===== src/mafs_pkg.sv =====
package mafs_pkg;

	// Result status codes, in check order
	typedef enum logic [2:0] {
		ST_OK          = 3'd0,
		ST_NO_SYNC     = 3'd1,
		ST_RSV_VERSION = 3'd2,
		ST_RSV_LAYER   = 3'd3,
		ST_BAD_BITRATE = 3'd4,
		ST_BAD_RATE    = 3'd5,
		ST_FREE_FORMAT = 3'd6
	} status_t;

	// Header field codes
	localparam logic [31:0] SYNC_MASK   = 32'hffe0_0000;
	localparam logic [1:0]  VER_MPEG1   = 2'b11;
	localparam logic [1:0]  VER_RSV     = 2'b01;
	localparam logic [1:0]  VER_MPEG25  = 2'b00;
	localparam logic [1:0]  LAY_RSV     = 2'd0;
	localparam logic [1:0]  LAY_CODE_L3 = 2'd1;
	localparam logic [1:0]  LAY_CODE_L1 = 2'd3;
	localparam logic [3:0]  BR_FREE     = 4'h0;
	localparam logic [3:0]  BR_BAD      = 4'hf;
	localparam logic [1:0]  SR_BAD      = 2'd3;

	// Scale factors of the frame formulas (bytes per kbit/s times rate)
	localparam logic [19:0] SCALE_L1  = 20'd12000;
	localparam logic [19:0] SCALE_L23 = 20'd144000;

	// Reciprocals of the base rates, exact for numerators below 2^27
	localparam int QSHIFT = 43;
	localparam logic [28:0] RECIP_44K1 =
		29'(((64'd1 << QSHIFT) + 64'd44099) / 64'd44100);
	localparam logic [28:0] RECIP_48K =
		29'(((64'd1 << QSHIFT) + 64'd47999) / 64'd48000);
	localparam logic [28:0] RECIP_32K =
		29'(((64'd1 << QSHIFT) + 64'd31999) / 64'd32000);

	// Bitrate in kbit/s, indexed by LSF flag, layer code and bitrate index
	localparam logic [8:0] KBPS [0:1][0:3][0:15] = '{
		'{
			'{0, 0, 0, 0, 0, 0, 0, 0, 0, 0, 0, 0, 0, 0, 0, 0},
			'{0, 32, 40, 48, 56, 64, 80, 96, 112, 128, 160, 192, 224, 256, 320, 0},
			'{0, 32, 48, 56, 64, 80, 96, 112, 128, 160, 192, 224, 256, 320, 384, 0},
			'{0, 32, 64, 96, 128, 160, 192, 224, 256, 288, 320, 352, 384, 416, 448, 0}
		},
		'{
			'{0, 0, 0, 0, 0, 0, 0, 0, 0, 0, 0, 0, 0, 0, 0, 0},
			'{0, 8, 16, 24, 32, 40, 48, 56, 64, 80, 96, 112, 128, 144, 160, 0},
			'{0, 8, 16, 24, 32, 40, 48, 56, 64, 80, 96, 112, 128, 144, 160, 0},
			'{0, 32, 48, 56, 64, 80, 96, 112, 128, 144, 160, 176, 192, 224, 256, 0}
		}
	};

	function automatic logic [15:0] base_rate(input logic [1:0] sr);
		case (sr)
			2'd0:    base_rate = 16'd44100;
			2'd1:    base_rate = 16'd48000;
			2'd2:    base_rate = 16'd32000;
			default: base_rate = 16'd0;
		endcase
	endfunction

	function automatic logic [28:0] base_recip(input logic [1:0] sr);
		case (sr)
			2'd0:    base_recip = RECIP_44K1;
			2'd1:    base_recip = RECIP_48K;
			default: base_recip = RECIP_32K;
		endcase
	endfunction

	// Fields that ride along to the output stage
	typedef struct packed {
		status_t     status;
		logic [1:0]  layer;
		logic [15:0] rate;
		logic        pad;
		logic        layer1;
	} side_t;

	// Decoded header
	typedef struct packed {
		side_t       side;
		logic [8:0]  kbps;
		logic [19:0] scale;
		logic [1:0]  sr;
	} dec_t;

endpackage


===== src/mafs_decode.sv =====
module mafs_decode (
	input  logic               clk,
	input  logic               en,
	input  logic [31:0]        header_word,
	output mafs_pkg::dec_t     dec_s1
);

	logic [1:0]        ver;
	logic [1:0]        lay;
	logic [3:0]        br;
	logic [1:0]        sr;
	logic              lsf;
	logic              m25;
	logic [1:0]        shift;
	logic              ok;
	mafs_pkg::status_t st;
	mafs_pkg::dec_t    dec;

	assign ver = header_word[20:19];
	assign lay = header_word[18:17];
	assign br  = header_word[15:12];
	assign sr  = header_word[11:10];

	// Run the checks in order, first failure wins
	always_comb begin
		if ((header_word & mafs_pkg::SYNC_MASK) != mafs_pkg::SYNC_MASK)
			st = mafs_pkg::ST_NO_SYNC;
		else if (ver == mafs_pkg::VER_RSV)
			st = mafs_pkg::ST_RSV_VERSION;
		else if (lay == mafs_pkg::LAY_RSV)
			st = mafs_pkg::ST_RSV_LAYER;
		else if (br == mafs_pkg::BR_BAD)
			st = mafs_pkg::ST_BAD_BITRATE;
		else if (sr == mafs_pkg::SR_BAD)
			st = mafs_pkg::ST_BAD_RATE;
		else if (br == mafs_pkg::BR_FREE)
			st = mafs_pkg::ST_FREE_FORMAT;
		else
			st = mafs_pkg::ST_OK;
	end

	assign ok    = (st == mafs_pkg::ST_OK);
	assign lsf   = (ver != mafs_pkg::VER_MPEG1);
	assign m25   = (ver == mafs_pkg::VER_MPEG25);
	assign shift = {1'b0, lsf} + {1'b0, m25};

	// Derive layer, rate, bitrate and scale; zero layer, rate, flags and bitrate on error
	always_comb begin
		dec.side.status = st;
		dec.side.layer  = ok ? 2'(3'd4 - {1'b0, lay}) : 2'd0;
		dec.side.rate   = ok ? (mafs_pkg::base_rate(sr) >> shift) : 16'd0;
		dec.side.pad    = ok & header_word[9];
		dec.side.layer1 = ok & (lay == mafs_pkg::LAY_CODE_L1);
		dec.kbps        = ok ? mafs_pkg::KBPS[lsf][lay][br] : 9'd0;
		dec.sr          = sr;
		// rate is base >> shift, so dividing by it is scaling up by 2^shift
		if (lay == mafs_pkg::LAY_CODE_L1)
			dec.scale = mafs_pkg::SCALE_L1 << shift;
		else if (lay == mafs_pkg::LAY_CODE_L3)
			dec.scale = mafs_pkg::SCALE_L23 << (shift - {1'b0, lsf});
		else
			dec.scale = mafs_pkg::SCALE_L23 << shift;
	end

	// Stage 1 register
	always_ff @(posedge clk) begin
		if (en)
			dec_s1 <= dec;
	end

endmodule


===== src/mafs_divide.sv =====
module mafs_divide (
	input  logic              clk,
	input  logic              en2,
	input  logic              en3,
	input  mafs_pkg::dec_t    dec_s1,
	output mafs_pkg::side_t   side_s3,
	output logic [11:0]       quot_s3
);

	localparam int NUM_W  = 27;
	localparam int PROD_W = NUM_W + 29;

	logic [28:0]       num_full;
	logic [NUM_W-1:0]  num_s2;
	logic [28:0]       recip_s2;
	mafs_pkg::side_t   side_s2;
	logic [PROD_W-1:0] prod;

	// Numerator: bitrate times scale, below 2^27 for every valid header
	assign num_full = {20'd0, dec_s1.kbps} * {9'd0, dec_s1.scale};

	always_ff @(posedge clk) begin
		if (en2) begin
			num_s2   <= num_full[NUM_W-1:0];
			recip_s2 <= mafs_pkg::base_recip(dec_s1.sr);
			side_s2  <= dec_s1.side;
		end
	end

	// Divide by the base rate through its reciprocal
	assign prod = {29'd0, num_s2} * {{NUM_W{1'b0}}, recip_s2};

	always_ff @(posedge clk) begin
		if (en3) begin
			quot_s3 <= prod[mafs_pkg::QSHIFT +: 12];
			side_s3 <= side_s2;
		end
	end

endmodule


===== src/mpeg_audio_frame_size.sv =====
// MPEG audio header checker and frame length unit.
// Pipeline: input transfer to result valid runs through four register
// stages (decode, numerator multiply, reciprocal multiply, output stage).
// Throughput: one header per cycle; a stage holds only when it and every stage
// after it are full and the output is held.
// Reset: arst_n clears all stage valid bits asynchronously; data is not reset.
module mpeg_audio_frame_size (
	input  logic        clk,
	input  logic        arst_n,
	input  logic        in_valid,
	output logic        in_ready,
	input  logic [31:0] header_word,
	output logic        out_valid,
	input  logic        out_ready,
	output logic [11:0] frame_bytes,
	output logic [2:0]  status,
	output logic [1:0]  layer_number,
	output logic [15:0] sample_rate_hz
);

	logic            v_s1, v_s2, v_s3, v_s4;
	logic            rdy1, rdy2, rdy3, rdy4;
	mafs_pkg::dec_t  dec_s1;
	mafs_pkg::side_t side_s3;
	logic [11:0]     quot_s3;
	logic [11:0]     slots;
	logic [11:0]     bytes_s4;
	logic [2:0]      status_s4;
	logic [1:0]      layer_s4;
	logic [15:0]     rate_s4;

	// Stage advances when empty or when the next stage moves
	assign rdy4     = !v_s4 || out_ready;
	assign rdy3     = !v_s3 || rdy4;
	assign rdy2     = !v_s2 || rdy3;
	assign rdy1     = !v_s1 || rdy2;
	assign in_ready = rdy1;

	always_ff @(posedge clk or negedge arst_n) begin
		if (!arst_n) begin
			v_s1 <= 1'b0;
			v_s2 <= 1'b0;
			v_s3 <= 1'b0;
			v_s4 <= 1'b0;
		end else begin
			if (rdy1) v_s1 <= in_valid;
			if (rdy2) v_s2 <= v_s1;
			if (rdy3) v_s3 <= v_s2;
			if (rdy4) v_s4 <= v_s3;
		end
	end

	mafs_decode u_decode (
		.clk         (clk),
		.en          (in_valid && rdy1),
		.header_word (header_word),
		.dec_s1      (dec_s1)
	);

	mafs_divide u_divide (
		.clk     (clk),
		.en2     (v_s1 && rdy2),
		.en3     (v_s2 && rdy3),
		.dec_s1  (dec_s1),
		.side_s3 (side_s3),
		.quot_s3 (quot_s3)
	);

	// Add padding slot; layer I slots are four bytes
	assign slots = quot_s3 + {11'd0, side_s3.pad};

	always_ff @(posedge clk) begin
		if (v_s3 && rdy4) begin
			bytes_s4  <= side_s3.layer1 ? {slots[9:0], 2'b00} : slots;
			status_s4 <= side_s3.status;
			layer_s4  <= side_s3.layer;
			rate_s4   <= side_s3.rate;
		end
	end

	assign out_valid      = v_s4;
	assign frame_bytes    = bytes_s4;
	assign status         = status_s4;
	assign layer_number   = layer_s4;
	assign sample_rate_hz = rate_s4;

	// Errors carry zero result fields
	a_err_zero: assert property (@(posedge clk) disable iff (!arst_n)
		(out_valid && status != mafs_pkg::ST_OK) |->
			(frame_bytes == 12'd0 && layer_number == 2'd0 && sample_rate_hz == 16'd0))
		else $error("error result with nonzero fields");

	// Valid headers give a layer, a rate and a length
	a_ok_fields: assert property (@(posedge clk) disable iff (!arst_n)
		(out_valid && status == mafs_pkg::ST_OK) |->
			(layer_number != 2'd0 && sample_rate_hz != 16'd0 && frame_bytes != 12'd0))
		else $error("valid header with empty result");

	// Layer I lengths are whole slots of four bytes
	a_l1_slots: assert property (@(posedge clk) disable iff (!arst_n)
		(out_valid && status == mafs_pkg::ST_OK && layer_number == 2'd1) |->
			(frame_bytes[1:0] == 2'b00))
		else $error("layer I length not a multiple of four");

	// Input stalls only when every stage holds an item
	a_full_stall: assert property (@(posedge clk) disable iff (!arst_n)
		!in_ready |-> (v_s1 && v_s2 && v_s3 && v_s4 && !out_ready))
		else $error("input stalled with a bubble in the pipeline");

endmodule

===== config.mk =====
export PLATFORM = sky130hd
export DESIGN_NAME = mpeg_audio_frame_size
export DESIGN_NICKNAME = d
export VERILOG_FILES = /design/src/mafs_pkg.sv /design/src/mafs_decode.sv /design/src/mafs_divide.sv /design/src/mpeg_audio_frame_size.sv
export SDC_FILE = /design/constraint.sdc
export NUM_CORES = 1
export LEC_CHECK = 0
export BUFFER_PORTS_ARGS = -buffer_cell sky130_fd_sc_hd__clkbuf_2
export CAP_MARGIN = 20
export CORE_MARGIN = 1
export CORE_UTILIZATION = 50
export CTS_CLUSTER_DIAMETER = 80
export CTS_CLUSTER_SIZE = 28
export DETAILED_ROUTE_END_ITERATION = 6
export PLACE_DENSITY_LB_ADDON = 0.08
export SYNTH_ARGS = -nofsm -noshare
export SYNTH_HDL_FRONTEND = slang
export SYNTH_SLANG_ARGS = --single-unit

===== constraint.sdc =====
create_clock -name clk -period 19.1 [get_ports clk]
set_input_delay 0.955 -clock clk [delete_from_list [all_inputs] [get_ports clk]]
set_output_delay 0.955 -clock clk [all_outputs]
set_load 0.005 [all_outputs]

==> results of run 1 <==
-- through the flow --
stage	area, um^2	instances	worst slack, ns	hold WS, ns	util [%]
2_1_floorplan	23200	2129	12.70	0.400	-
3_3_place_gp	24100	2752	11.35	0.401	52.9
3_5_place_dp	24100	2752	11.32	0.405	52.9
4_1_cts	24700	2784	11.28	0.287	54.2
5_1_grt	24700	2785	10.91	0.292	54.2
6_report	24700	2785	11.20	0.311	54.2
-- area by class of cell --
type                            instances  area, um^2  area share [%]
Multi-Input combinational cell       1391       16100            65.1
Clock buffer                           19         433            1.75
Inverter                              532        2000            8.08
Sequential cell                       166        4960            20.1
Clock inverter                         13         141           0.572
Tap cell                              600         751            3.04
Timing Repair Buffer                   64         343            1.39
-- cells by family (layout without fill, tap and decap cells) --
group,after synthesis,after routing
flops,166,166
compound gates,172,172
buf+inv,572,628
xor+xnor,43,43
mux,14,14
fa+ha+maj,732,732
simple gates,430,430
-- registers in the layout (all words and copies together) (netlist names), 3 cells and up --
name               count
u_divide.quot_s3      12
u_divide.side_s2      23
u_divide.side_s3      23
u_decode.dec_s1       46
u_divide.recip_s2      6
sample_rate_hz        16
u_divide.num_s2       19
frame_bytes           12
status                 3
-- cell usage in the layout (no fill, tap or decap), drive strengths merged, types with 3 or more instances in the layout --
cell and n:
or3b 4, mux2i 12, dfrtp 4, ha 310, and2 81, nor3b 5, a21o 13, or2 7
or3 4, fa 422, o31ai 6, nand4 9, nand3 22, clkinvlp 3, a31oi 7, clkinv 3
nor3 17, edfxtp 162, a21oi 60, buf 4, a21boi 3, o211ai 6, xor2 17, clkbuf 79
o21a 5, o22ai 5, nand2b 14, a311oi 7, nand2 182, o21bai 5, nor2b 12, xnor2 26
o21ai 29, nor2 48, a211oi 11, and3 14, inv 538
-- worst max-delay path: stages (launching register included) --
cell      delay [ns]
edfxtp_1        0.93
nand2_1         0.45
xnor2_1         0.29
and2_1          0.23
ha_1            0.18
nand2b_1        0.19
fa_1            0.53
inv_1           0.05
fa_1            0.50
inv_1           0.06
fa_1            0.46
fa_1            0.51
fa_1            0.44
ha_1            0.29
ha_1            0.30
nand4_1         0.12
nor2_1          0.12
a211oi_1        0.06
o21ai_1         0.70
o22ai_1         0.38
or3b_1          0.49
and3b_1         0.21
a311oi_2        0.22
-- path summary, 6_finish.rpt --
check / endpoint / cells past startpoint / start / slack [ns]
max: u_divide.quot_s3[11] / 22 / u_divide.recip_s2[27] / 11.20
min: out_valid / 1 / arst_n / 0.31
max reg2reg: u_divide.quot_s3[11] / 22 / u_divide.recip_s2[27] / 11.20
min reg2reg: u_divide.side_s3[20] / 0 / u_divide.side_s2[20] / 0.42
max in group asynchronous: v_s2 / 1 / arst_n / 18.66
min in group clk: u_divide.side_s3[20] / 0 / u_divide.side_s2[20] / 0.42
-- routing by layer --
| metal | global-route usage, % | vias to the layer above | part of all wire [%] |
|---|---|---|---|
| met5 | 0 | - | 0 |
| met4 | 5.68 | 0 | 1.9 |
| met3 | 4.40 | 43 | 5.5 |
| met2 | 39.3 | 317 | 48 |
| met1 | 32.9 | 7302 | 45 |
| li1 | - | 6796 | - |
==> metrics.yaml, run 1 <==
vias_per_cell: 5.19
netlist_instances: 2129
postSynthAreaPerCell_um2: 10.9
die_h_um: 217
cts_resized: 0
wirelength_um: 51600
yosys.cell_count.top_type: "inv_1"
cts_sinks: 166
grt_usage_pct: 23.9
rsz0062_at_grt: "false"
synth_area_um2: 23200
wl_per_cell_um: 18.5
cts_max_path_buffers: 2
synth.top_cells.by_count: "531 x inv_1, 422 x fa_1, 310 x ha_1"
grt_overflow_total: 0
clkLatencyLatePin_ns: 0.44
yosysSeqAreaShare_pct: 21.4
synth_largest_area_cell: "fa_1"
initial_core_util_pct: 50.9
post-route-min-period_ns: 7.90
synth.mux.area_fraction_pct: 0.615
rows: 78
num_vias: 14458
nFillCells: 4022
setup_viol_count_final: 0
tns_ns: 0
synth_top_family_by_area: "adder cells"
ant_nets: 0
hold_buffers: 0
crit_path_end_kind: "flop"
fmax_mhz: 127
arrival_ns: 8.16
outcome: "complete, no violations"
slew_viol_final: 0
first_iter_violations: 745
cp.required_ns: 19.37
synthXorXnorAreaFrac_pct: 1.62
cap_violations: 0
yosys.area_share.simple_pct: 9.09
dieArea_um2: 47200
min-delay-path-class: "in2async"
slew_headroom_pct: 24.6
n_antenna_cell: 0
gp_congestion: 0.916
synth-edff-count: 162
crit_fanout: 20
drc: 0
synthFlopType: "edfxtp_1"
drive_gt1_share_pct: 5.35
worstSetupPathType: "reg2reg"
synth_nets: 2897
place.detailed.hpwl_um: 44400
clk_pin_slew_ns: 0.07
htree_levels: 4
hold_violations: 0
ys_ff_latch: 166
grt_max_degree: 49
port-buffer-count: 60
synth_compound_area_share_pct: 4.82
worst_slew_pin_slew_ns: 1.13
boundaryPins: 71
cts_tree: "done"
grt_pass1_vias: 16086
yosys_warnings: 0
cts-root-buf: "clkbuf_16"
async_reset_ff_share_pct: 2.41
fin_crit_sh_pct: 41.3
cts_buffers: 17
synthDistinctLibCells: 62
synth.area.top_cells: "fa_1 36%, edfxtp_1 21%, ha_1 17%, inv_1 8.6%, nand2_1 2.9%"
core-area_um2: 45600
yosys.area_share.adder_pct: 53.2
areaGrowthSynthToFinish_pct: 6.57
fin_skew_ns: 0.0125
post-cts-setup-buffer-count: 0
antenna_found_initial: 0
drt-pass1-iter-count: 5
layout.nets: 2940
netlist.area_leader.share_pct: 36.4
critPathLaunchType: "flop"
die_w_um: 217
grt_pass1_wl_um: 86200
Power of run 1 is left out: the tool's default activity adds up to more than one toggle a clock period on the data nets, which glitch-free logic cannot reach.
==> run 2: changes to the inputs <==
--- a/config.mk
+++ b/config.mk
@@ -5,6 +5,7 @@
 export SDC_FILE = /design/constraint.sdc
 export NUM_CORES = 1
 export LEC_CHECK = 0
+export ABC_AREA = 1
 export BUFFER_PORTS_ARGS = -buffer_cell sky130_fd_sc_hd__clkbuf_2
 export CAP_MARGIN = 20
 export CORE_MARGIN = 1
==> constraint.sdc (replaced) <==
create_clock -name clk -period 7.94 [get_ports clk]
set_input_delay 0.397 -clock clk [delete_from_list [all_inputs] [get_ports clk]]
set_output_delay 0.397 -clock clk [all_outputs]
set_load 0.005 [all_outputs]
==> run 2 against run 1 <==
Sequential share of layout area down 1.1 points; critical path depth up 5; clock-buffer cell count down 2; clock skew up 0.0077 ns; flip-flop and latch count unchanged; synthesized area up 5.4%; first-iteration DRC count up 26%; highest routed layer unchanged; routed wire length up 20%.
==> metrics.yaml, run 2 <==
rsz0062_at_grt: "false"  # unchanged
cts_resized: 0  # unchanged
grt_pass1_vias: 17796  # was 16086
gp_congestion: 1.02  # was 0.916
reg2reg_slack_ns: 1.11  # was 11.20 ns
crit_fanout: 14  # was 20
cp.required_ns: 8.18  # was 19.37 ns
clkLatencyLatePin_ns: 0.47  # was 0.44 ns
cts-root-buf: "clkbuf_16"  # unchanged
async_reset_ff_share_pct: 2.41  # unchanged
placed_cells: 3224  # was 2752
yosys_warnings: 0  # unchanged
core-area_um2: 47900  # was 45600 um^2
htree_levels: 4  # unchanged
worstSetupPathType: "reg2reg"  # unchanged
synthDistinctLibCells: 51  # was 62
ant_nets: 0  # unchanged
critPathLaunchType: "flop"  # unchanged
r2r_start: "u_divide.recip_s2[27]"  # unchanged
dpl_cell_area_um2: 25400  # was 24100 um^2
synth_compound_area_share_pct: 4.47  # was 4.82%
synth.top_cells.by_count: "699 x inv_1, 464 x nand2_1, 422 x fa_1"  # was 531 x inv_1, 422 x fa_1, 310 x ha_1
yosys.cell_count.top_type: "inv_1"  # unchanged
synth.area.top_cells: "fa_1 35%, edfxtp_1 20%, ha_1 16%, inv_1 11%, nand2_1 7.1%"  # was fa_1 36%, edfxtp_1 21%, ha_1 17%, inv_1 8.6%, nand2_1 2.9%
synth-edff-count: 162  # unchanged
outcome: "complete, no violations"  # unchanged
hold_buffers: 1  # was 0
areaGrowthSynthToFinish_pct: 6.78  # was 6.57%
n_antenna_cell: 0  # unchanged
synthFlopType: "edfxtp_1"  # unchanged
fmax_mhz: 146  # was 127 MHz
first_iter_violations: 940  # was 745
crit_start: "u_divide.recip_s2[27]"  # unchanged
vias_per_cell: 5.11  # was 5.19
final_cells: 3257  # was 2785
num_vias: 16632  # was 14458
rows: 80  # was 78
netlist.area_leader.share_pct: 34.6  # was 36.4%
hold_violations: 0  # unchanged
tns_ns: 0  # unchanged
cap_violations: 0  # unchanged
wirelength_um: 61800  # was 51600 um
top_regs: "u_decode.dec_s1 (46), u_divide.side_s2 (23), u_divide.side_s3 (23)"  # unchanged
regMostFlops: "u_decode.dec_s1"  # unchanged
yosys.area_share.adder_pct: 50.5  # was 53.2%
post-cts-setup-buffer-count: 0  # unchanged
wl_per_cell_um: 19.0  # was 18.5 um
grt_pass1_wl_um: 98800  # was 86200 um
whs_ns: 0.154  # was 0.311 ns
crit_path_end_kind: "flop"  # unchanged
cts_max_path_buffers: 2  # unchanged
dieArea_um2: 49700  # was 47200 um^2
drc: 0  # unchanged
synthXorXnorAreaFrac_pct: 1.61  # was 1.62%
clk_pin_slew_ns: 0.08  # was 0.07 ns
postSynthAreaPerCell_um2: 9.51  # was 10.9 um^2
synth.mux.area_fraction_pct: 0  # was 0.615%
fin_area_um2: 26100  # was 24700 um^2
port-buffer-count: 60  # unchanged
die_w_um: 223  # was 217 um
initial_core_util_pct: 50.9  # about the same
fin_crit_sh_pct: 86.0  # was 41.3%
drive_gt1_share_pct: 5.22  # was 5.35%
cts_tree: "done"  # unchanged
yosysSeqAreaShare_pct: 20.3  # was 21.4%
min-delay-path-class: "in2reg"  # was in2async
mostFrequentLayoutCell: "inv_1"  # unchanged
slew_headroom_pct: 34.8  # was 24.6%
netlist_instances: 2570  # was 2129
boundaryPins: 71  # unchanged
layout.nets: 3397  # was 2940
yosys.area_share.simple_pct: 11.7  # was 9.09%
synth_area_um2: 24400  # was 23200 um^2
layout_common_cells: "698 x inv_1, 464 x nand2_1, 422 x fa_1"  # was 531 x inv_1, 422 x fa_1, 310 x ha_1
slew_viol_final: 0  # unchanged
grt_overflow_total: 0  # unchanged
cts_sinks: 166  # unchanged
largest_reg_flops: 46  # unchanged
worst_slew_pin_slew_ns: 0.970  # was 1.13 ns
synth_top_family_by_area: "adder cells"  # unchanged
worstHoldStart: "in_valid"
place.detailed.hpwl_um: 55000  # was 44400 um
cts_buffers: 17  # unchanged
fin_skew_ns: 0.0202  # was 0.0125 ns
antenna_found_initial: 0  # unchanged
synth_nets: 3338  # was 2897
post-route-min-period_ns: 6.83  # was 7.90 ns
die_h_um: 223  # was 217 um
arrival_ns: 7.06  # was 8.16 ns
synth_largest_area_cell: "fa_1"  # unchanged
grt_max_degree: 49  # unchanged
drt-pass1-iter-count: 5  # unchanged
setup_viol_count_final: 0  # unchanged
ys_ff_latch: 166  # unchanged
grt_usage_pct: 26.7  # was 23.9%
## run 2: layout make-up
class,instances,area (um^2)
Multi-Input combinational cell,1666,16700
Tap cell,615,769
Inverter,708,2660
Fill cell,4405,21900
Timing Repair Buffer,70,378
Clock inverter,15,204
Clock buffer,17,425
Sequential cell,166,4960
## run 2: final timing paths
| path | end | cells past startpoint |
|---|---|---|
| max reg2reg | u_divide.quot_s3[3] | 27 |
| min | v_s1 | 3 |
| min in group asynchronous | v_s2 | 2 |
| max in group asynchronous | v_s3 | 2 |
| max | u_divide.quot_s3[3] | 27 |
| min reg2reg | u_divide.side_s2[15] | 0 |
## run 2: worst max-delay path, cell delays in order (launching register included)
cell      delay [ns]
edfxtp_1        0.87
nand2_1         0.39
inv_1           0.20
nand2_1         0.15
nand2_1         0.11
inv_1           0.06
nand2_1         0.05
inv_1           0.04
ha_1            0.18
inv_1           0.05
nand2_1         0.08
fa_1            0.53
inv_1           0.06
fa_1            0.47
inv_1           0.05
fa_1            0.44
fa_1            0.51
fa_1            0.45
ha_1            0.29
ha_1            0.30
a21o_1          0.20
a21oi_1         0.23
nor2_1          0.06
nor2_1          0.18
a21boi_0        0.39
nand3_1         0.12
nand2_1         0.08
nand2_1         0.05
## run 2: routing by layer
metal / routed length, um / GRT usage (%)
met5: 0 / 0
met4: 2620 / 11.5
met3: 2810 / 3.31
met2: 30000 / 45.3
met1: 26400 / 34.4
## run 2: logic make-up after synthesis
kind of cell | Yosys count
XOR/XNOR | 45
buffers and inverters | 738
AO/OA/AOI/OAI | 193
flip-flops | 166
adder cells (fa/ha/maj) | 732
AND/OR/NAND/NOR | 696
## run 2: through the flow
stage	setup slack [ns]	util, %
after floorplan	2.06	-
after global placement	1.13	53.1
after detailed placement	1.23	53.1
after CTS	1.21	54.4
after global routing	0.781	54.4
final	1.11	54.4
Power of run 2 is left out for the same reason.
